`src/rtl/core/abeh_pkg.sv`:
```
// ----------------------------------------------------------------------------
// abeh_pkg
// Shared types, codes and lookup functions of the aligned base error histogram.
// ----------------------------------------------------------------------------
package abeh_pkg;

    localparam int NUM_QUALITIES_DEF = 40;
    localparam int MAX_CYCLES_DEF    = 256;

    // Wide enough for the store with the default parameters.
    localparam int JOB_ADDR_W = 21;

    localparam logic [11:0] SKIP_FLAGS      = 12'd2816;
    localparam logic [11:0] FIRST_MATE_FLAG = 12'h040;
    localparam logic [7:0]  CHAR_N          = 8'h4E;
    localparam logic [3:0]  NT_N            = 4'd15;

    typedef enum logic [1:0] {
        KIND_START = 2'd0,
        KIND_CIGAR = 2'd1,
        KIND_BASE  = 2'd2,
        KIND_READ  = 2'd3
    } t_kind;

    typedef enum logic [2:0] {
        ST_DONE     = 3'd0,
        ST_IGNORED  = 3'd1,
        ST_BAD_QUAL = 3'd2,
        ST_BAD_BASE = 3'd3,
        ST_BAD_CYC  = 3'd4,
        ST_NO_MATCH = 3'd5
    } t_status;

    typedef enum logic [3:0] {
        CIG_M  = 4'd0,
        CIG_I  = 4'd1,
        CIG_D  = 4'd2,
        CIG_N  = 4'd3,
        CIG_S  = 4'd4,
        CIG_H  = 4'd5,
        CIG_EQ = 4'd7,
        CIG_X  = 4'd8
    } t_cigar;

    typedef enum logic [1:0] {
        OP_NONE   = 2'd0,
        OP_UPDATE = 2'd1,
        OP_READ   = 2'd2
    } t_op;

    typedef struct packed {
        t_status                 status;
        t_op                     op;
        logic                    mism;
        logic [JOB_ADDR_W-1:0]   addr;
        logic [27:0]             read_cycle;
        logic [31:0]             ref_offset;
        logic [31:0]             records_read;
        logic [31:0]             records_skipped;
    } t_job;

    // Bit 2 set marks a code that is not a single base.
    function automatic logic [2:0] base_index(input logic [3:0] code);
        logic [2:0] r;
        case (code)
            4'd1:    r = 3'd0;
            4'd2:    r = 3'd1;
            4'd4:    r = 3'd2;
            4'd8:    r = 3'd3;
            default: r = 3'd4;
        endcase
        return r;
    endfunction

    function automatic logic [3:0] nt_code(input logic [7:0] ch);
        logic [7:0] u;
        logic [3:0] r;
        u = (ch >= 8'h61 && ch <= 8'h7A) ? ch - 8'd32 : ch;
        case (u)
            8'h3D:   r = 4'd0;
            8'h41:   r = 4'd1;
            8'h43:   r = 4'd2;
            8'h4D:   r = 4'd3;
            8'h47:   r = 4'd4;
            8'h52:   r = 4'd5;
            8'h53:   r = 4'd6;
            8'h56:   r = 4'd7;
            8'h54:   r = 4'd8;
            8'h55:   r = 4'd8;
            8'h57:   r = 4'd9;
            8'h59:   r = 4'd10;
            8'h48:   r = 4'd11;
            8'h4B:   r = 4'd12;
            8'h44:   r = 4'd13;
            8'h42:   r = 4'd14;
            default: r = 4'd15;
        endcase
        return r;
    endfunction

endpackage

```
`src/rtl/core/abeh_front.sv`:
```
// ----------------------------------------------------------------------------
// abeh_front
// Accepts items, tracks record positions and counters, and classifies each
// item into a job for the histogram store.
// ----------------------------------------------------------------------------
module abeh_front #(
    parameter int NUM_QUALITIES = abeh_pkg::NUM_QUALITIES_DEF,
    parameter int MAX_CYCLES    = abeh_pkg::MAX_CYCLES_DEF
) (
    input  logic             i_clk,
    input  logic             i_rst_n,
    input  logic             i_accept,
    input  logic [1:0]       i_kind,
    input  logic [11:0]      i_flags,
    input  logic             i_contig_negative,
    input  logic [3:0]       i_cigar_code,
    input  logic [27:0]      i_op_length,
    input  logic [3:0]       i_read_base,
    input  logic [7:0]       i_ref_char,
    input  logic [7:0]       i_quality,
    input  logic             i_sel_mate,
    input  logic [1:0]       i_sel_base,
    input  logic [5:0]       i_sel_quality,
    input  logic [7:0]       i_sel_cycle,
    output abeh_pkg::t_job   o_job
);
    logic [27:0] r_read_cycle, n_read_cycle;
    logic [31:0] r_ref_offset, n_ref_offset;
    logic [27:0] r_match_rem,  n_match_rem;
    logic        r_mate2,      n_mate2;
    logic        r_skipped,    n_skipped;
    logic [31:0] r_rec_read,   n_rec_read;
    logic [31:0] r_rec_skip,   n_rec_skip;

    logic [27:0] cyc_add;
    logic [27:0] ref_add;
    logic [29:0] cyc_sum;
    logic [33:0] ref_sum;
    logic [2:0]  bidx;
    logic        idx_mate;
    logic [1:0]  idx_base;
    logic [7:0]  idx_qual;
    logic [27:0] idx_cyc;
    logic [31:0] idx_full;
    abeh_pkg::t_status status;
    abeh_pkg::t_op     op;

    always_comb begin
        cyc_add = '0;
        ref_add = '0;
        case (abeh_pkg::t_cigar'(i_cigar_code))
            abeh_pkg::CIG_EQ, abeh_pkg::CIG_X: begin
                cyc_add = i_op_length;
                ref_add = i_op_length;
            end
            abeh_pkg::CIG_I, abeh_pkg::CIG_S, abeh_pkg::CIG_H: cyc_add = i_op_length;
            abeh_pkg::CIG_D, abeh_pkg::CIG_N: ref_add = i_op_length;
            default: ;
        endcase
    end

    // Flushing a cut-short match and the new op fold into one saturating sum.
    assign cyc_sum = {2'b00, r_read_cycle} + {2'b00, r_match_rem} + {2'b00, cyc_add};
    assign ref_sum = {2'b00, r_ref_offset} + {6'd0, r_match_rem} + {6'd0, ref_add};
    assign bidx    = abeh_pkg::base_index(i_read_base);

    always_comb begin
        n_read_cycle = r_read_cycle;
        n_ref_offset = r_ref_offset;
        n_match_rem  = r_match_rem;
        n_mate2      = r_mate2;
        n_skipped    = r_skipped;
        n_rec_read   = r_rec_read;
        n_rec_skip   = r_rec_skip;
        status       = abeh_pkg::ST_DONE;
        op           = abeh_pkg::OP_NONE;
        idx_mate     = r_mate2;
        idx_base     = bidx[1:0];
        idx_qual     = i_quality - 8'd2;
        idx_cyc      = r_read_cycle;
        case (abeh_pkg::t_kind'(i_kind))
            abeh_pkg::KIND_START: begin
                n_read_cycle = '0;
                n_ref_offset = '0;
                n_match_rem  = '0;
                if ((i_flags & abeh_pkg::SKIP_FLAGS) != 12'd0 || i_contig_negative) begin
                    n_skipped  = 1'b1;
                    n_rec_skip = (&r_rec_skip) ? r_rec_skip : r_rec_skip + 32'd1;
                    status     = abeh_pkg::ST_IGNORED;
                end else begin
                    n_skipped  = 1'b0;
                    n_mate2    = ((i_flags & abeh_pkg::FIRST_MATE_FLAG) == 12'd0);
                    n_rec_read = (&r_rec_read) ? r_rec_read : r_rec_read + 32'd1;
                end
            end
            abeh_pkg::KIND_CIGAR: begin
                if (r_skipped) begin
                    status = abeh_pkg::ST_IGNORED;
                end else begin
                    n_read_cycle = (cyc_sum[29:28] != 2'b00) ? '1 : cyc_sum[27:0];
                    n_ref_offset = (ref_sum[33:32] != 2'b00) ? '1 : ref_sum[31:0];
                    n_match_rem  = '0;
                    case (abeh_pkg::t_cigar'(i_cigar_code))
                        abeh_pkg::CIG_M: n_match_rem = i_op_length;
                        abeh_pkg::CIG_I, abeh_pkg::CIG_D, abeh_pkg::CIG_N,
                        abeh_pkg::CIG_S, abeh_pkg::CIG_H, abeh_pkg::CIG_EQ,
                        abeh_pkg::CIG_X: ;
                        default: status = abeh_pkg::ST_IGNORED;
                    endcase
                end
            end
            abeh_pkg::KIND_BASE: begin
                if (r_skipped) begin
                    status = abeh_pkg::ST_IGNORED;
                end else if (r_match_rem == '0) begin
                    status = abeh_pkg::ST_NO_MATCH;
                end else begin
                    n_match_rem  = r_match_rem - 28'd1;
                    n_read_cycle = (&r_read_cycle) ? r_read_cycle : r_read_cycle + 28'd1;
                    n_ref_offset = (&r_ref_offset) ? r_ref_offset : r_ref_offset + 32'd1;
                    if (i_read_base == abeh_pkg::NT_N || i_ref_char == abeh_pkg::CHAR_N) begin
                        status = abeh_pkg::ST_IGNORED;
                    end else if (i_quality < 8'd2
                                 || {1'b0, i_quality} > 9'(NUM_QUALITIES + 1)) begin
                        status = abeh_pkg::ST_BAD_QUAL;
                    end else if (bidx[2]) begin
                        status = abeh_pkg::ST_BAD_BASE;
                    end else if ({4'd0, r_read_cycle} >= 32'(MAX_CYCLES)) begin
                        status = abeh_pkg::ST_BAD_CYC;
                    end else begin
                        op = abeh_pkg::OP_UPDATE;
                    end
                end
            end
            default: begin
                idx_mate = i_sel_mate;
                idx_base = i_sel_base;
                idx_qual = {2'b00, i_sel_quality};
                idx_cyc  = {20'd0, i_sel_cycle};
                if ({26'd0, i_sel_quality} >= 32'(NUM_QUALITIES)) begin
                    status = abeh_pkg::ST_BAD_QUAL;
                end else if ({24'd0, i_sel_cycle} >= 32'(MAX_CYCLES)) begin
                    status = abeh_pkg::ST_BAD_CYC;
                end else begin
                    op = abeh_pkg::OP_READ;
                end
            end
        endcase
    end

    assign idx_full = ((({31'd0, idx_mate} * 32'd4 + {30'd0, idx_base}) * 32'(NUM_QUALITIES)
                       + {24'd0, idx_qual}) * 32'(MAX_CYCLES)) + {4'd0, idx_cyc};

    always_comb begin
        o_job.status          = status;
        o_job.op              = op;
        o_job.mism            = (abeh_pkg::nt_code(i_ref_char) != i_read_base);
        o_job.addr            = idx_full[abeh_pkg::JOB_ADDR_W-1:0];
        o_job.read_cycle      = n_read_cycle;
        o_job.ref_offset      = n_ref_offset;
        o_job.records_read    = n_rec_read;
        o_job.records_skipped = n_rec_skip;
    end

    always_ff @(posedge i_clk) begin
        if (!i_rst_n) begin
            r_read_cycle <= '0;
            r_ref_offset <= '0;
            r_match_rem  <= '0;
            r_mate2      <= 1'b0;
            r_skipped    <= 1'b1;
            r_rec_read   <= '0;
            r_rec_skip   <= '0;
        end else if (i_accept) begin
            r_read_cycle <= n_read_cycle;
            r_ref_offset <= n_ref_offset;
            r_match_rem  <= n_match_rem;
            r_mate2      <= n_mate2;
            r_skipped    <= n_skipped;
            r_rec_read   <= n_rec_read;
            r_rec_skip   <= n_rec_skip;
        end
    end
endmodule

```
`config.mk`:
```
export PLATFORM = sky130hd
export DESIGN_NAME = abeh_front
export DESIGN_NICKNAME = d
export VERILOG_FILES = /design/src/rtl/core/abeh_pkg.sv /design/src/rtl/core/abeh_front.sv
export SDC_FILE = /design/constraint.sdc
export NUM_CORES = 1
export LEC_CHECK = 0
export BUFFER_PORTS_ARGS = -buffer_cell sky130_fd_sc_hd__buf_2
export CAP_MARGIN = 10
export CORE_MARGIN = 4
export CORE_UTILIZATION = 30
export CTS_CLUSTER_DIAMETER = 100
export CTS_CLUSTER_SIZE = 8
export DETAILED_ROUTE_END_ITERATION = 10
export PLACE_DENSITY = 0.56
export SLEW_MARGIN = 40
export SYNTH_ARGS = -nofsm -noshare
export SYNTH_HDL_FRONTEND = slang
export SYNTH_SLANG_ARGS = --single-unit
```
`constraint.sdc`:
```
create_clock -name i_clk -period 13.25 [get_ports i_clk]
set_clock_uncertainty 0.1 [all_clocks]
set_input_delay 2.65 -clock i_clk [delete_from_list [all_inputs] [get_ports i_clk]]
set_output_delay 2.65 -clock i_clk [all_outputs]
set_load 0.05 [all_outputs]
```
; ---- Word-level counts from Yosys, hierarchy flattened
; Index checks and enable logic that the tools add are counted.
[word_totals]
ff_bits = 154
inputBits = 87
output_inout_bits = 151
elab_cells = 141
[op_classes]
add_sub_neg = 14
n_mul = 1
n_lt_le_gt_ge = 6
n_eq_ne = 35
muxes = 52
n_bitwise = 1
n_reduce_logical = 25
[op_table]
columns = op, n
row1 = 32-bit 2-to-1 mux, 11
row2 = 28-bit 2-to-1 mux, 11
row3 = 28-bit case mux with 3 select lines, 2
row4 = 8-bit by 7-bit equality test with 1-bit output (second input constant), 16
row5 = 32-bit by 1-bit adder with 32-bit output (second input constant), 3
row6 = 32-bit case mux with 3 select lines, 1
row7 = 32-bit AND reduction, 3
row8 = 4-bit case mux with 15 select lines, 1
row9 = 33-bit by 28-bit adder with 34-bit output, 1
row10 = 32-bit by 28-bit adder with 33-bit output, 1
row11 = 29-bit by 28-bit adder with 30-bit output, 1
row12 = 28-bit by 28-bit adder with 29-bit output, 1
row13 = 28-bit by 1-bit adder with 28-bit output (second input constant), 1
row14 = 28-bit by 9-bit greater-or-equal comparator with 1-bit output (second input constant), 1
row15 = 28-bit zero test, 1
row16 = 28-bit AND reduction, 1
row17 = 28-bit by 1-bit subtractor with 28-bit output (second input constant), 1
row18 = 19-bit by 21-bit adder with 21-bit output, 1
row19 = 21-bit 2-to-1 mux, 1
row20 = 3-bit 2-to-1 mux, 6
row21 = 4-bit by 3-bit equality test with 1-bit output (second input constant), 4
row22 = 8-bit 2-to-1 mux, 2
row23 = 4-bit by 2-bit equality test with 1-bit output (second input constant), 3
row24 = 4-bit equality test (second input constant), 3
row25 = 38 further kinds, 57

; ---- Longest topological paths before layout
[logic_depth]
ltp_word = 8
mapped_depth = 21
depth_no_buf = 19

; ---- Worst setup path before layout
; OpenSTA, ideal clock, no wires.
[synth_timing]
kind = input port to output port
from = input port i_cigar_code[3]
to = output port o_job[89] (netlist bit)
arrival_time_ps = 7391
required_time_ps = 10500
path_slack_ps = 3109
stages = 18
path_buffers = 2
path_cell_list = clkbuf_1 > mux2i_1 > o22a_1 > clkbuf_1 > nand2b_1 > fa_1 > inv_1 > ha_1 > fa_1 > a211oi_1 > o211ai_1 > a21oi_1 > a311oi_1 > or3_1 > a21oi_1 > mux2i_1 > nor3_1 > o21ai_0
[synth_rtl]
columns = item, line
row1 = from (decl), abeh_front.sv:16  ; input logic [3:0] i_cigar_code,
row2 = to (decl), abeh_front.sv:25  ; output abeh_pkg::t_job o_job

==> impl_results.md <==
- Final Hold Fails: 0
- Clk buf depth: 2
- CP Capture Type: output port
- CP arrival: 8.33 ns
- Layout Nets: 2808
- Max-cap check violation count: 0
- EDFF count, synth: 0
- Detailed-route via count: 19.1k
- Fin area: 20200 sq um
- Post-synth ARST share: 0
- RSZ-0062 raised after global routing: no
- CP max stage delay: 0.77 ns
- Port-buffer cells: 229
- CTS clk-pin slew, worst paths: 0.07 ns
- DP Area: 19600 sq um
- Clk root buf: clkbuf_16
- Pin count of the biggest net entering global routing: 63
- Layout area overhead: 12.8%
- Synth unique cells: 102
- CP required: 10.50 ns
- WP depth: 22
- Tot GR Track Use: 0.219
- Die width: 253 um
- Post-route setup TNS: 0 ns
- Io pins: 238
- Tcrit/Tclk final: 0.836
- Most common cell on crit path: o21ai_0
- Post-CTS sizing: 0
- Leakage: 8.33 nW
- CTS tree: done
- Post-DP HPWL: 54600 um
- Crit path from: i_cigar_code[1]
- Die area: 63800 sq um
- HP Start: r_mate2$_SDFFE_PN0P_
- Post-Syn Area: 17900 sq um
- PD cells: 75.2 nW/um^2
- Initial drt markers: 1866
- Syn nets: 2700
- Max IR drop VDD: 0.0576 mV
- DR WL/cell: 21.3 um
- Worst path bufs/invs: 6
- FILL cells: 6344
- Initial antenna violation count: 9
- Slew Limit Fails: 0
- Residual DRC: 0
- Site row count: 89
- Clock H-tree levels: 4
- Startpoint types: primary input
- Routed WL: 71600 um
- Number of global-route vias before repair: 18.4k
- Post-CTS Setup Repair Bufs: 0
- Worst slew pin tran: 0.838 ns
- Ys flop type: dfxtp_1
- Placer congestion estimate: 0.946
- Final setup viols: 0
- Reg2Reg Depth: 16
- Clock latency on the worst-skew pair: 0.50 ns
- Sequential area share after synthesis: 0.172
- Mapped Cells: 2467
- Crit Path Max Fanout: 28
- Fmax: 90.3 MHz
- Slew HR: 0.440
- DR pass1 iterations: 8
- Hold Crit Class: reg -> reg
- Sink Count: 154
- Status: complete, no violations
- Seq cells post-synth: 154
- First-pass GRT wire length: 109000 um
- Yosys warning total: 0
- Slowest cell on crit path: a2111oi_1
- Remaining global-route overflow: 0
- Fin crit period: 11.08 ns
- CP top delay family: compound AO/OA/AOI/OAI gates
- Vias per cell: 5.68
- Syn_area_per_cell: 7.27 sq um
- Critical-path cell list: buf_2, inv_1, o21ai_0, o21ai_0, mux2i_2, buf_4, nor2b_1, fa_1, ha_1, inv_1, fa_1, nor2b_1, o31a_1, o31ai_1, a2111oi_1, nor2_1, o22ai_2, buf_4, nand2b_1, o21ai_0, a31oi_1, buf_2
- Worst Hold Path Cells: 2
- CP Class: in -> out
- DRT antenna net count: 0
- Starting Density: 0.303
- CTS buffer count: 17
- Core Region: 59100 sq um
- CTS Hold Buffers Added: 0
- Worst reg2reg startpoint: r_read_cycle[0]$_SDFFE_PN0P_
- Share of layout cells above drive strength 1: 0.143
- Die Ht: 253 um
## kinds of logic after synthesis
kind of cell / Yosys count / synth area share
flip-flops: 154 / 0.172
AO/OA/AOI/OAI: 667 / 0.236
adder cells (fa/ha/maj): 146 / 0.127
XOR/XNOR: 237 / 0.116
multiplexers: 29 / 0.0173
AND/OR/NAND/NOR: 971 / 0.274
buffers and inverters: 263 / 0.0581
## final timing paths
kind | to | slack, ns
max | o_job[121] | 2.17
min reg2reg | r_mate2$_SDFFE_PN0P_ | 0.42
min | r_mate2$_SDFFE_PN0P_ | 0.42
max reg2reg | r_read_cycle[19]$_SDFFE_PN0P_ | 8.18
## layout make-up
cell class	count	area, sq um	area share
multi-input combinational	2050	13900	0.686
sequential	154	3080	0.152
timing repair buffer	257	1360	0.0670
tap	773	967	0.0478
clock buffer	18	429	0.0212
inverter	95	358	0.0177
clock inverter	14	149	0.00736
antenna	6	15.0	0.000742
## per-layer routing
layer	GRT usage	up-vias	wire length (um)
li1	-	9039	-
met1	0.282	9138	30500
met2	0.361	789	33600
met3	0.0361	167	4610
met4	0.0970	4	2860
met5	0	-	23
## cells in the mapped netlist (all sizes together) (14+ instances only)
library cell / count / area [sq um]
a21o: 27 / 203
a21oi: 185 / 930
a22oi: 17 / 128
a31oi: 44 / 282
and2: 31 / 194
and3: 33 / 216
buf: 29 / 159
clkbuf: 139 / 527
dfxtp: 154 / 3080
fa: 60 / 1200
ha: 86 / 1080
inv: 94 / 353
mux2: 16 / 180
nand2: 246 / 928
nand2b: 26 / 163
nand3: 110 / 556
nand4: 62 / 400
nor2: 224 / 851
nor2b: 74 / 463
nor3: 57 / 295
nor4: 32 / 243
o211ai: 20 / 150
o21a: 15 / 113
o21ai: 184 / 928
o21bai: 18 / 135
o221ai: 14 / 123
or3: 18 / 118
xnor2: 133 / 1160
xor2: 104 / 911
## worst register-to-register path, cell delays in order, from the launching register on
cell       delay, ns
dfxtp_1         0.40
inv_1           0.20
fa_1            0.45
inv_1           0.06
ha_1            0.15
inv_1           0.05
fa_1            0.37
nor2b_1         0.20
o31a_1          0.27
o31ai_1         0.17
a2111oi_1       0.77
nor2_1          0.13
o22ai_2         0.18
buf_4           0.33
nand2b_1        0.61
o31ai_2         0.20
a221oi_1        0.32
## power by group
part	internal, W	switching [W]	total (W)
clock network	0.000266	0.000249	0.000516
logic	0.000162	0.000341	0.000503
registers	0.000474	0.0000293	0.000503
## placed cells by master, fill, tap and decap left out, types with 20 or more instances in the layout
cell / n
buf_2: 229
ha_1: 84
nor2b_1: 74
o211ai_1: 20
xor2_1: 104
and3_1: 31
o21ai_0: 177
fa_1: 60
xnor2_1: 133
dfxtp_1: 154
buf_4: 28
nor4_1: 28
nor2_1: 220
nand2b_1: 26
and2_1: 31
nor3_1: 54
inv_1: 93
nand2_1: 243
a21oi_1: 184
a31oi_1: 43
a21o_1: 27
nand4_1: 60
nand3_1: 109
## stage by stage
step / hold slack [ns] / setup WS [ns] / utilization / power, W / instances
6_report: 0.417 / 2.17 / 0.342 / 0.00152 / 3367
2_1_floorplan: 0.372 / 3.11 / - / 0.000862 / 2467
5_1_grt: 0.444 / 2.04 / 0.342 / 0.00160 / 3367
4_1_cts: 0.419 / 2.37 / 0.342 / 0.00153 / 3361
3_5_place_dp: 0.408 / 2.40 / 0.332 / 0.00101 / 3329
3_3_place_gp: 0.383 / 2.23 / 0.332 / 0.00100 / 3329
## state kept, by name, summed over array words and instances (netlist names)
signal,cells
r_mate2,1
r_match_rem,28
r_rec_read,32
r_ref_offset,32
r_read_cycle,28
r_skipped,1
r_rec_skip,32
(Power assumes the default switching activity.)
