[config.mk]
export PLATFORM = sky130hd
export DESIGN_NAME = abeh_queue
export DESIGN_NICKNAME = d
export VERILOG_FILES = /design/src/rtl/core/abeh_pkg.sv /design/src/rtl/core/abeh_queue.sv
export SDC_FILE = /design/constraint.sdc
export NUM_CORES = 1
export LEC_CHECK = 0
export BUFFER_PORTS_ARGS = -buffer_cell sky130_fd_sc_hd__buf_2
export CAP_MARGIN = 20
export CORE_MARGIN = 3
export CORE_UTILIZATION = 52
export DETAILED_ROUTE_END_ITERATION = 6
export PLACE_DENSITY_LB_ADDON = 0.3
export SKIP_CTS_REPAIR_TIMING = 1
export SYNTH_ARGS = -nofsm -noshare
export SYNTH_HDL_FRONTEND = slang
export SYNTH_SLANG_ARGS = --single-unit
[constraint.sdc]
create_clock -name i_clk -period 11.9 [get_ports i_clk]
set_clock_uncertainty 0.2 [all_clocks]
set_input_delay 2.38 -clock i_clk [delete_from_list [all_inputs] [get_ports i_clk]]
set_output_delay 2.38 -clock i_clk [all_outputs]
set_load 0.1 [all_outputs]
[src/rtl/core/abeh_pkg.sv]
// ----------------------------------------------------------------------------
// abeh_pkg
// Shared types, codes and lookup functions of the aligned base error histogram.
// ----------------------------------------------------------------------------
package abeh_pkg;

    localparam int NUM_QUALITIES_DEF = 40;
    localparam int MAX_CYCLES_DEF    = 256;

    // Wide enough for the store with the default parameters.
    localparam int JOB_ADDR_W = 21;

    localparam logic [11:0] SKIP_FLAGS      = 12'd2816;
    localparam logic [11:0] FIRST_MATE_FLAG = 12'h040;
    localparam logic [7:0]  CHAR_N          = 8'h4E;
    localparam logic [3:0]  NT_N            = 4'd15;

    typedef enum logic [1:0] {
        KIND_START = 2'd0,
        KIND_CIGAR = 2'd1,
        KIND_BASE  = 2'd2,
        KIND_READ  = 2'd3
    } t_kind;

    typedef enum logic [2:0] {
        ST_DONE     = 3'd0,
        ST_IGNORED  = 3'd1,
        ST_BAD_QUAL = 3'd2,
        ST_BAD_BASE = 3'd3,
        ST_BAD_CYC  = 3'd4,
        ST_NO_MATCH = 3'd5
    } t_status;

    typedef enum logic [3:0] {
        CIG_M  = 4'd0,
        CIG_I  = 4'd1,
        CIG_D  = 4'd2,
        CIG_N  = 4'd3,
        CIG_S  = 4'd4,
        CIG_H  = 4'd5,
        CIG_EQ = 4'd7,
        CIG_X  = 4'd8
    } t_cigar;

    typedef enum logic [1:0] {
        OP_NONE   = 2'd0,
        OP_UPDATE = 2'd1,
        OP_READ   = 2'd2
    } t_op;

    typedef struct packed {
        t_status                 status;
        t_op                     op;
        logic                    mism;
        logic [JOB_ADDR_W-1:0]   addr;
        logic [27:0]             read_cycle;
        logic [31:0]             ref_offset;
        logic [31:0]             records_read;
        logic [31:0]             records_skipped;
    } t_job;

    // Bit 2 set marks a code that is not a single base.
    function automatic logic [2:0] base_index(input logic [3:0] code);
        logic [2:0] r;
        case (code)
            4'd1:    r = 3'd0;
            4'd2:    r = 3'd1;
            4'd4:    r = 3'd2;
            4'd8:    r = 3'd3;
            default: r = 3'd4;
        endcase
        return r;
    endfunction

    function automatic logic [3:0] nt_code(input logic [7:0] ch);
        logic [7:0] u;
        logic [3:0] r;
        u = (ch >= 8'h61 && ch <= 8'h7A) ? ch - 8'd32 : ch;
        case (u)
            8'h3D:   r = 4'd0;
            8'h41:   r = 4'd1;
            8'h43:   r = 4'd2;
            8'h4D:   r = 4'd3;
            8'h47:   r = 4'd4;
            8'h52:   r = 4'd5;
            8'h53:   r = 4'd6;
            8'h56:   r = 4'd7;
            8'h54:   r = 4'd8;
            8'h55:   r = 4'd8;
            8'h57:   r = 4'd9;
            8'h59:   r = 4'd10;
            8'h48:   r = 4'd11;
            8'h4B:   r = 4'd12;
            8'h44:   r = 4'd13;
            8'h42:   r = 4'd14;
            default: r = 4'd15;
        endcase
        return r;
    endfunction

endpackage

[src/rtl/core/abeh_queue.sv]
// ----------------------------------------------------------------------------
// abeh_queue
// Two-entry queue of classified jobs between the front and the back part.
// ----------------------------------------------------------------------------
module abeh_queue (
    input  logic             i_clk,
    input  logic             i_rst_n,
    input  logic             i_push,
    input  abeh_pkg::t_job   i_job,
    input  logic             i_pop,
    output abeh_pkg::t_job   o_job,
    output logic             o_empty,
    output logic             o_full
);
    abeh_pkg::t_job r_mem [2];
    logic           r_wr_ptr;
    logic           r_rd_ptr;
    logic [1:0]     r_count;

    always_ff @(posedge i_clk) begin
        if (!i_rst_n) begin
            r_wr_ptr <= 1'b0;
            r_rd_ptr <= 1'b0;
            r_count  <= 2'd0;
        end else begin
            if (i_push) begin
                r_wr_ptr <= ~r_wr_ptr;
            end
            if (i_pop) begin
                r_rd_ptr <= ~r_rd_ptr;
            end
            r_count <= r_count + {1'b0, i_push} - {1'b0, i_pop};
        end
    end

    always_ff @(posedge i_clk) begin
        if (i_push) begin
            r_mem[r_wr_ptr] <= i_job;
        end
    end

    assign o_job   = r_mem[r_rd_ptr];
    assign o_empty = (r_count == 2'd0);
    assign o_full  = (r_count == 2'd2);
endmodule

# Yosys cells after proc, flatten, opt, wreduce, memory -nomap -nowiden
# Memories as Yosys holds them, arrays and structs flattened. A register that Yosys moved wholly into a read port is not among the register bits.
# Cells that the tools add are included.
[classes]
n_shift = 0
multipliers = 0
add_sub_neg = 2
order_cmp = 0
div_mod_pow = 0
bitwise = 2
n_eq_ne = 1
n_reduce_logical = 1
muxes = 4
[ops]
columns = ["cell", "n"]
rows = [
  ["two-way mux 1 bit", 4],
  ["adder 2 x 1 -> 2 bit", 1],
  ["== test 2 bit, second input constant", 1],
  ["logical NOT 2 bit", 1],
  ["NOT 1 bit", 2],
  ["subtractor 2 x 1 -> 2 bit", 1],
]
[word_totals]
memories = 1
latch_bits = 0
input_bits = 155
regBits = 4
rom_bits = 0
mem_bits_rw = 302
[mem_list]
columns = ["memory", "depth", "width", "read_ports", "rd_ports_with_merged_regs", "wr", "line_no", "source"]
rows = [
  ["r_mem", 2, 151, 1, 1, 1, "abeh_queue.sv:15", "abeh_pkg::t_job r_mem [2];"],
]

# Longest topological paths before layout
# Gate-level depths: netlist of the first run.
[logic_depth]
depth_word = 3
mapped_depth = 6

# Worst setup path after synthesis of the first run
# No wires, ideal clock.
[synth_timing]
kind = "input-to-reg"
start = "input port i_push"
end = "memory r_mem[0][0] (netlist name) (enable)"
stages = 1
setup_slack_ps = 2077
arrival_ps = 8942
n_path_buf = 0
path_cell_list = "nor2b_1"
[synth_between]
elab_chain_len = 2
[synth_rtl]
columns = ["item", "line_no", "source"]
rows = [
  ["start: declaration", "abeh_queue.sv:8", "input logic i_push,"],
  ["two-way mux 1 bit", "abeh_queue.sv:37", "if (i_push) begin"],
  ["two-way mux 1 bit (not written as such)", "abeh_queue.sv:38", "r_mem[r_wr_ptr] <= i_job;"],
  ["end: declaration", "abeh_queue.sv:15", ""],
]
# No other way between the ends.

==> results of run 1 <==
through the flow:
step	total power, W	hold WS (ns)	worst slack (ns)	area, µm²
floorplan	0.00184	0.355	2.08	11500
CTS	0.00282	0.359	6.51	14200
finish	0.00279	0.359	6.60	14300
global route	0.00289	0.382	6.45	14300
detailed placement	0.00193	0.374	6.93	13300
global placement	0.00192	0.359	6.98	13300
path summary, 6_finish.rpt:
check	slack, ns	depth (start not counted)	end	start
min	0.36	2	register	r_rd_ptr$_SDFFE_PN0P_
max reg2reg	9.35	3	r_mem[1][46]$_DFFE_PP_	r_wr_ptr$_SDFFE_PN0P_
max	6.60	3	o_job[118]	register
min reg2reg	0.36	2	register	r_rd_ptr$_SDFFE_PN0P_
sequential cells by signal, indices dropped and copies added (netlist names), named ones only:
| signal | flops |
|---|---|
| r_count | 2 |
| r_mem | 302 |
| r_rd_ptr | 1 |
| r_wr_ptr | 1 |
critical path, cell delays in order, from the launching register on:
cell	delay [ns]
sky130_fd_sc_hd__dfxtp_4	0.52
sky130_fd_sc_hd__buf_4	0.84
sky130_fd_sc_hd__mux2_4	0.31
sky130_fd_sc_hd__buf_2	0.42
cells by family after synthesis:
logic type	share of synthesized area, %
DFF	79.8
AOI/OAI and AO/OA	0.0654
muxes	17.7
adders and majority gates	0.218
buffers and inverters	1.41
xor gates and xnor gates	0.272
and+or+nand+nor	0.468
Yosys cell counts, drive strengths merged:
| cell | instances |
|---|---|
| nor2b | 4 |
| xor2 | 1 |
| buf | 17 |
| nor2 | 1 |
| inv | 2 |
| o21a | 1 |
| and2 | 4 |
| mux2 | 151 |
| xnor3 | 1 |
| edfxtp | 302 |
| ha | 2 |
| dfxtp | 5 |
metal layers:
layer / global-route usage, % / part of all wire, %
met1: 21.7 / 39
met5: 0 / 0.032
met3: 5.74 / 10
met4: 4.75 / 1.9
met2: 29.2 / 49
area by class of cell:
type                       instances  area (µm²)  share of cell area, %
sequential                       307        9170                   64.3
multi-input combinational        165        2170                   15.2
tap                              275         344                   2.41
inverter                           2        7.51                 0.0527
clock buffer                      38         802                   5.63
timing repair buffer             314        1630                   11.4
antenna                            1        2.50                 0.0176
clock inverter                    16         133                  0.930
power by group through the flow:
stage          Clock, W  Sequential [W]  Combinational (W)
4_1_cts        0.000907         0.00127           0.000642
3_5_place_dp          0         0.00129           0.000640
2_1_floorplan         0         0.00129           0.000548
6_report       0.000884         0.00127           0.000640
5_1_grt        0.000954         0.00127           0.000659
3_3_place_gp          0         0.00129           0.000634
==> results.json, run 1 <==
{
  "maxSlewViolCount": 0,
  "static-leakage-power_nw": 5.57,
  "routed_wirelength_um": 21700,
  "post-place-cells": 1061,
  "synth_cell_type_count": 14,
  "dp_hpwl_um": 14600,
  "critical_path_peak_fanout": 61,
  "drive_above_1_share_pct": 60.8,
  "cap_viol_max_count": 0,
  "yosys_warn_count": 0,
  "htreeDepth": 1,
  "combPwrFrac_pct": 22.9,
  "top_level_pins": 308,
  "critical_path.startpoint_type": "register",
  "tritoncts": "done",
  "seq_area_frac_synth_pct": 79.8,
  "yosys.area.top_type_share_pct": 79.0,
  "setup_viol": 0,
  "fmax_mhz": 189,
  "initial_core_utilization_pct": 53.8,
  "worstMarginPinSlew_ns": 1.06,
  "grt-ovfl-total": 0,
  "antenna_violations_before_repair": 2,
  "max_slew_margin_pct": 29.2,
  "clk_latency_ns": 0.52,
  "fin_tns_setup_ns": 0,
  "ys_seq_elements": 307,
  "flow.area_growth_from_synthesis_pct": 24.1,
  "syn_nets": 648,
  "grt_pass1_vias": 6058,
  "detail_route.wl_per_cell_um": 19.4,
  "hold_class": "register to register",
  "drt_iter0_drc": 338,
  "vias_cell": 5.11,
  "final.min_clock_period_ns": 5.30,
  "synth_top_cells_by_area": "sky130_fd_sc_hd__edfxtp_1 79%, sky130_fd_sc_hd__mux2_4 12%, sky130_fd_sc_hd__mux2_2 6.0%",
  "place.gp.congestion": 0.764,
  "peakVddDrop_mv": 0.142,
  "period_utilisation_layout_pct": 44.5,
  "count_of_mapped_cells_out_of_synthesis": 491,
  "row_count": 53,
  "dr_total_vias": 5712,
  "total_iterations_of_the_first_detailed_routing_run": 5,
  "power-per-cell-area_nw_per_um2": 196,
  "net_sw_share_pct": 31.8,
  "grt_start_max_net_pins": 86,
  "post_route_drc": 0,
  "tritoncts_num_sinks": 307,
  "final_nets": 977,
  "antenna_violating_nets_post_route": 0,
  "leading_cell_types_in_the_layout_fill_and_taps_excluded": "307 x sky130_fd_sc_hd__buf_2, 302 x sky130_fd_sc_hd__edfxtp_1, 90 x sky130_fd_sc_hd__mux2_4, 61 x sky130_fd_sc_hd__mux2_2, 31 x sky130_fd_sc_hd__clkbuf_16",
  "die_area_um2": 23900,
  "post_syn_area_um2": 11500,
  "clkTransAtPathRegs_ns": 0.06,
  "numCtsBuffers": 30,
  "grt_util_all_layers_pct": 17.3,
  "grt_setup_unrepaired": "false",
  "final_common_cell": "sky130_fd_sc_hd__buf_2",
  "outcome": "finished, final reports clean",
  "post-route-util_pct": 66.8,
  "critical_path_class": "register to output port",
  "clock_tree.root_cell": "sky130_fd_sc_hd__clkbuf_16",
  "cts_buffer_depth": 3,
  "die-height_um": 155,
  "seq_power_share_pct": 45.4,
  "clkPwrFrac_pct": 31.6,
  "post_synth.cell_area_avg_um2": 23.4,
  "worst_ep_required_ns": 9.32,
  "wire_length_of_the_first_global_routing_pass_um": 32500,
  "hold_viol": 0,
  "core_region_area_um2": 21400,
  "worst_setup_path_end_kind": "output port",
  "nFillCells": 1388,
  "chipWidth_um": 155,
  "port_buffers": 307,
  "crit_arrival_ns": 2.72,
  "p_int_w": 0.00190,
  "synth_largest_area_cell": "sky130_fd_sc_hd__edfxtp_1",
  "switchingPower_w": 0.000888,
  "final_cells": 1118
}
Note: power is estimated with default switching activity, not from simulation.
==> run 2: changes to the inputs <==
Clock period 11.9 ns to 5.4 ns, I/O delays scaled along.
==> run 2 against run 1 <==
Net effect:
- clock-buffer cell count increased by 6
- core utilization grew 0.33 points
- design area grew 0.49%
- register-to-register slack got worse by 6.2 ns
- largest power group unchanged
- critical path type unchanged
- global-route usage about the same
- first-iteration DRC count decreased by 18%
- clock power grew 130%
- worst hold slack improved by 0.014 ns
- sequential power up 120%
- critical path depth is the same
- sequential cell count unchanged
==> results.json, run 2 (same netlist as run 1, synthesis figures left out) <==
{
  "critical_path_class": "register to output port",
  "maxSlewViolCount": 0,
  "outcome": "finished, final reports clean",
  "htreeDepth": 1,
  "drive_above_1_share_pct": 60.5,
  "largest_register_ffs": 302,
  "tritoncts": "done",
  "port_buffers": 307,
  "clkTransAtPathRegs_ns": 0.06,
  "setup_viol": 0,
  "die-height_um": 155,
  "die_area_um2": 23900,
  "total_iterations_of_the_first_detailed_routing_run": 4,
  "worstReg2RegStart": "r_wr_ptr$_SDFFE_PN0P_",
  "power-per-cell-area_nw_per_um2": 437,
  "dr_total_vias": 5682,
  "static-leakage-power_nw": 5.59,
  "flow.area_growth_from_synthesis_pct": 24.7,
  "drt_iter0_drc": 277,
  "hold_viol": 0,
  "hold_class": "register to register",
  "initial_core_utilization_pct": 53.8,
  "critical_path.endpoint": "o_job[31]",
  "largest_registers": "r_mem x302, r_count x2",
  "critical_path_peak_fanout": 52,
  "detail_route.wl_per_cell_um": 19.3,
  "cts_buffer_depth": 3,
  "final_nets": 977,
  "period_utilisation_layout_pct": 73.0,
  "rr_worst_depth": 2,
  "tritoncts_num_sinks": 307,
  "fmax_mhz": 254,
  "grt_pass1_vias": 6012,
  "final.min_clock_period_ns": 3.94,
  "nFillCells": 1392,
  "dp_hpwl_um": 14800,
  "vias_cell": 5.07,
  "worst_setup_path_end_kind": "output port",
  "worstMarginPinSlew_ns": 0.990,
  "antenna_violating_nets_post_route": 0,
  "chipWidth_um": 155,
  "cap_viol_max_count": 0,
  "grt_start_max_net_pins": 99,
  "core_region_area_um2": 21400,
  "clock_tree.root_cell": "sky130_fd_sc_hd__clkbuf_16",
  "registers.top_by_ff_count": "r_mem",
  "worst_ep_required_ns": 4.12,
  "worst-r2r-setup-slack_ns": 3.12,
  "wire_length_of_the_first_global_routing_pass_um": 32500,
  "critical_path.startpoint_type": "register",
  "final_common_cell": "sky130_fd_sc_hd__buf_2",
  "total_power_w": 0.00626,
  "place.gp.congestion": 0.779,
  "max_slew_margin_pct": 34.0,
  "numCtsBuffers": 31,
  "row_count": 53,
  "clk_latency_ns": 0.53,
  "post_route_drc": 0,
  "grt_util_all_layers_pct": 17.3,
  "top_level_pins": 308,
  "r2r_end": "r_mem[1][94]$_DFFE_PP_",
  "fin_tns_setup_ns": 0,
  "grt_setup_unrepaired": "false",
  "routed_wirelength_um": 21600,
  "grt-ovfl-total": 0,
  "antenna_violations_before_repair": 5,
  "peakVddDrop_mv": 0.321,
  "crit_arrival_ns": 2.66,
  "leading_cell_types_in_the_layout_fill_and_taps_excluded": "307 x sky130_fd_sc_hd__buf_2, 302 x sky130_fd_sc_hd__edfxtp_1, 90 x sky130_fd_sc_hd__mux2_4, 61 x sky130_fd_sc_hd__mux2_2, 31 x sky130_fd_sc_hd__clkbuf_16"
}
-- run 2: cell count changes in the layout (fill, tap and decap cells not counted), sizes merged --
cell / change
clkbuf: +6
buf: -1
inv: +1
bufinv: +1
diode: +2
clkinv: -6
-- run 2: worst min path at each step --
| stage | startpoint | end | slack [ns] | cells past startpoint |
|---|---|---|---|---|
| 6_report | r_rd_ptr$_SDFFE_PN0P_ | register | 0.37 | 2 |
| 5_1_grt | r_rd_ptr$_SDFFE_PN0P_ | register | 0.40 | 2 |
| 4_1_cts | r_rd_ptr$_SDFFE_PN0P_ | register | 0.38 | 2 |
| 3_5_place_dp | r_rd_ptr$_SDFFE_PN0P_ | register | 0.36 | 2 |
| 3_3_place_gp | r_rd_ptr$_SDFFE_PN0P_ | register | 0.36 | 2 |
| 2_1_floorplan | r_rd_ptr$_SDFFE_PN0P_ | register | 0.35 | 2 |
-- run 2: layer usage --
metal	track usage [%]	vias up	wire (µm)
li1	-	2610	-
met4	5.13	6	609
met2	29.6	261	10700
met5	0	-	37
met3	6.46	52	2130
met1	20.7	2753	8090
-- run 2: worst max-delay path, cell delays in order, from the launching register on --
cell                      delay (ns)
sky130_fd_sc_hd__dfxtp_4        0.89
sky130_fd_sc_hd__buf_4          0.52
sky130_fd_sc_hd__mux2_2         0.39
sky130_fd_sc_hd__buf_2          0.29
-- run 2: where the power goes --
group          switching [W]  leakage (nW)  internal (W)
combinational        0.00110          2.22      0.000296
sequential         0.0000498          2.88       0.00276
clock               0.000800         0.490       0.00126
total                0.00195          5.59       0.00431
-- run 2: cell type report --
type | count | area (µm²) | share of cell area, %
multi-input cells | 165 | 2170 | 15.1
clock inverters | 12 | 135 | 0.943
diodes | 3 | 7.51 | 0.0524
inverters | 2 | 7.51 | 0.0524
well taps | 275 | 344 | 2.40
repair buffers | 313 | 1620 | 11.3
clock buffers | 44 | 875 | 6.10
flip-flops and latches | 307 | 9170 | 64.0
-- run 2: per-stage QoR --
stage	instance area, µm²	hold slack, ns	util (%)	cells	worst slack (ns)
6_report	14300	0.374	67.1	1121	1.46
5_1_grt	14300	0.396	67.1	1120	1.33
4_1_cts	14300	0.377	67.1	1118	1.39
3_5_place_dp	13300	0.365	62.3	1062	1.96
3_3_place_gp	13300	0.361	62.3	1062	2.04
2_1_floorplan	11500	0.355	-	491	0.165
==> run 3: changes to the inputs <==
Settings changed: ABC_AREA set to 1, CORE_UTILIZATION 52 to 47.
Clock period 5.4 ns to 3.25 ns, I/O delays scaled along.
==> run 3 against run 2 <==
Net effect:
- worst hold slack got worse by 0.27 ns
- synthesized cell count up 2.4%
- register-to-register slack worse by 1.8 ns
- critical endpoint is now o_job[57]
- largest power group unchanged
- via count up 0.44%
- design area is 0.23% higher
==> results.json, run 3 <==
{
  "detailed_place.area_um2": 13500,
  "antenna_violations_before_repair": 2,
  "synthMuxAreaShare_pct": 17.7,
  "clk_latency_ns": 0.53,
  "drive_above_1_share_pct": 59.4,
  "critical_path_class": "register to output port",
  "post-synth-top-count-cell": "sky130_fd_sc_hd__edfxtp_1",
  "post_syn_area_um2": 11500,
  "tritoncts_num_sinks": 307,
  "timing.critical_path.slowest_cell_delay_ns": 0.50,
  "hold_viol": 0,
  "seq_area_frac_synth_pct": 79.8,
  "synthSimpleGateAreaFrac_pct": 0.599,
  "leading_cell_types_in_the_layout_fill_and_taps_excluded": "307 x sky130_fd_sc_hd__buf_2, 302 x sky130_fd_sc_hd__edfxtp_1, 90 x sky130_fd_sc_hd__mux2_4, 61 x sky130_fd_sc_hd__mux2_2, 31 x sky130_fd_sc_hd__clkbuf_16",
  "clock_tree.root_cell": "sky130_fd_sc_hd__clkbuf_16",
  "critical_path.startpoint_type": "register",
  "async_flop_share_pct": 0,
  "grt-ovfl-total": 0,
  "outcome": "finished, final reports clean",
  "registers.top_by_ff_count": "r_mem",
  "post_synth_most_frequent_cells": "302 x sky130_fd_sc_hd__edfxtp_1, 90 x sky130_fd_sc_hd__mux2_4, 61 x sky130_fd_sc_hd__mux2_2, 11 x sky130_fd_sc_hd__buf_6, 9 x sky130_fd_sc_hd__nor2_1",
  "die_area_um2": 26300,
  "routed_wirelength_um": 21900,
  "ys_seq_elements": 307,
  "detail_route.wl_per_cell_um": 18.6,
  "fin_hold_ws_ns": 0.100,
  "yosys_warn_count": 0,
  "synth_top_cells_by_area": "sky130_fd_sc_hd__edfxtp_1 79%, sky130_fd_sc_hd__mux2_4 12%, sky130_fd_sc_hd__mux2_2 6.0%",
  "chipWidth_um": 162,
  "crit_arrival_ns": 2.14,
  "peakVddDrop_mv": 0.550,
  "syn_nets": 660,
  "grt_start_max_net_pins": 96,
  "dr_total_vias": 5707,
  "grt_setup_unrepaired": "false",
  "tritoncts": "done",
  "max_slew_margin_pct": 60.1,
  "yosys.area.top_type_share_pct": 79.0,
  "row_count": 56,
  "final_common_cell": "sky130_fd_sc_hd__buf_2",
  "count_of_mapped_cells_out_of_synthesis": 503,
  "numCtsBuffers": 31,
  "top_level_pins": 308,
  "static-leakage-power_nw": 5.59,
  "synth_cell_type_count": 12,
  "total_iterations_of_the_first_detailed_routing_run": 4,
  "fmax_mhz": 335,
  "non_filler_cell_area_final_um2": 14400,
  "dp_hpwl_um": 14800,
  "worst_ep_required_ns": 2.40,
  "drt_iter0_drc": 293,
  "flow.area_growth_from_synthesis_pct": 25.0,
  "critical_path_peak_fanout": 51,
  "final_nets": 994,
  "die-height_um": 162,
  "post_route_drc": 0,
  "wire_length_of_the_first_global_routing_pass_um": 33000,
  "nFillCells": 1771,
  "largest_family_of_logic_cells_by_synthesized_area": "multiplexers",
  "largest_registers": "r_mem x302, r_count x2",
  "period_utilisation_layout_pct": 91.9,
  "clkTransAtPathRegs_ns": 0.06,
  "antenna_violating_nets_post_route": 0,
  "setup_viol": 0,
  "port_buffers": 307,
  "final.min_clock_period_ns": 2.99,
  "count_of_flip_flops_with_a_built_in_enable_after_synthesis": 302,
  "cpMaxStageDelayCell": "sky130_fd_sc_hd__dfxtp_4",
  "grt_pass1_vias": 5973,
  "maxSlewViolCount": 0,
  "largest_register_ffs": 302,
  "synth_largest_area_cell": "sky130_fd_sc_hd__edfxtp_1",
  "core_region_area_um2": 23800,
  "cts_buffer_depth": 3,
  "synth_compound_area_share_pct": 0.0436,
  "htreeDepth": 1,
  "fin_tns_setup_ns": 0,
  "vias_cell": 4.84,
  "synth_adder_area_share_pct": 0.218,
  "place.gp.congestion": 0.714,
  "cap_viol_max_count": 0,
  "power-per-cell-area_nw_per_um2": 682,
  "worstMarginPinSlew_ns": 0.597,
  "hold_class": "input port to register",
  "grt_util_all_layers_pct": 16.1,
  "initial_core_utilization_pct": 48.4,
  "ys_dominant_reg_cell": "sky130_fd_sc_hd__edfxtp_1",
  "worst_setup_path_end_kind": "output port",
  "post_synth_xor_area_fraction_pct": 0,
  "post_synth.cell_area_avg_um2": 22.8,
  "cell_chain_critical_path": "buf_12, mux2_2, buf_2"
}
-- run 3: cell count changes after synthesis, sizes merged, moves of 4 or more --
cell	delta
inv	+5
nand2	+8
and2	-4
nor2b	-4
nor2	+8
-- run 3: logic make-up after synthesis --
kind of cell	count (synthesis)
buf+inv	24
flops	307
simple gates	18
compound gates	1
fa+ha+maj	2
mux	151
-- run 3: path summary, 6_finish.rpt --
path / start / end / slack, ns / depth (start not counted)
hold / removal: i_job[35] / r_mem[0][35]$_DFFE_PP_ / 0.10 / 1
setup / recovery: register / o_job[57] / 0.26 / 3
hold reg to reg: r_rd_ptr$_SDFFE_PN0P_ / register / 0.31 / 2
setup reg to reg: r_wr_ptr$_SDFFE_PN0P_ / r_mem[1][26]$_DFFE_PP_ / 1.36 / 3
-- run 3: per-layer routing --
layer  track usage [%]  share of wire, %  vias up
met3              6.40                11       39
met2              25.8                47      260
li1                  -                 -     2655
met4              3.96               1.7        4
met1              20.8                40     2749
met5                 0              0.12        -
-- run 3: worst max-delay path, delay by kind of cell, from the launching register on --
family | cells | cell delay, ns
buffers and inverters | 2 | 0.62
multiplexers | 1 | 0.39
flip-flops | 1 | 0.50
-- run 3: cell type report --
| type | instances | area, µm² | area share [%] |
|---|---|---|---|
| Sequential cell | 307 | 9170 | 63.9 |
| Multi-Input combinational cell | 172 | 2160 | 15.0 |
| Timing Repair Buffer | 318 | 1710 | 11.9 |
| Clock buffer | 42 | 817 | 5.69 |
| Tap cell | 319 | 399 | 2.78 |
| Clock inverter | 12 | 55.1 | 0.383 |
| Inverter | 7 | 42.5 | 0.296 |
| Antenna cell | 2 | 5.00 | 0.0349 |
-- run 3: where the power goes --
group          internal, W  switching, W
logic             0.000436       0.00164
clock network      0.00174       0.00133
registers          0.00459     0.0000575
-- run 3: stage by stage --
| step | power, W | cells | setup WS (ns) | util, % |
|---|---|---|---|---|
| detailed placement | 0.00682 | 1123 | 0.797 | 56.8 |
| CTS | 0.00991 | 1177 | 0.203 | 60.4 |
| floorplan | 0.00647 | 503 | -0.270 | - |
| finish | 0.00979 | 1179 | 0.262 | 60.5 |
| global route | 0.0102 | 1177 | 0.147 | 60.4 |
| global placement | 0.00680 | 1123 | 0.812 | 56.8 |
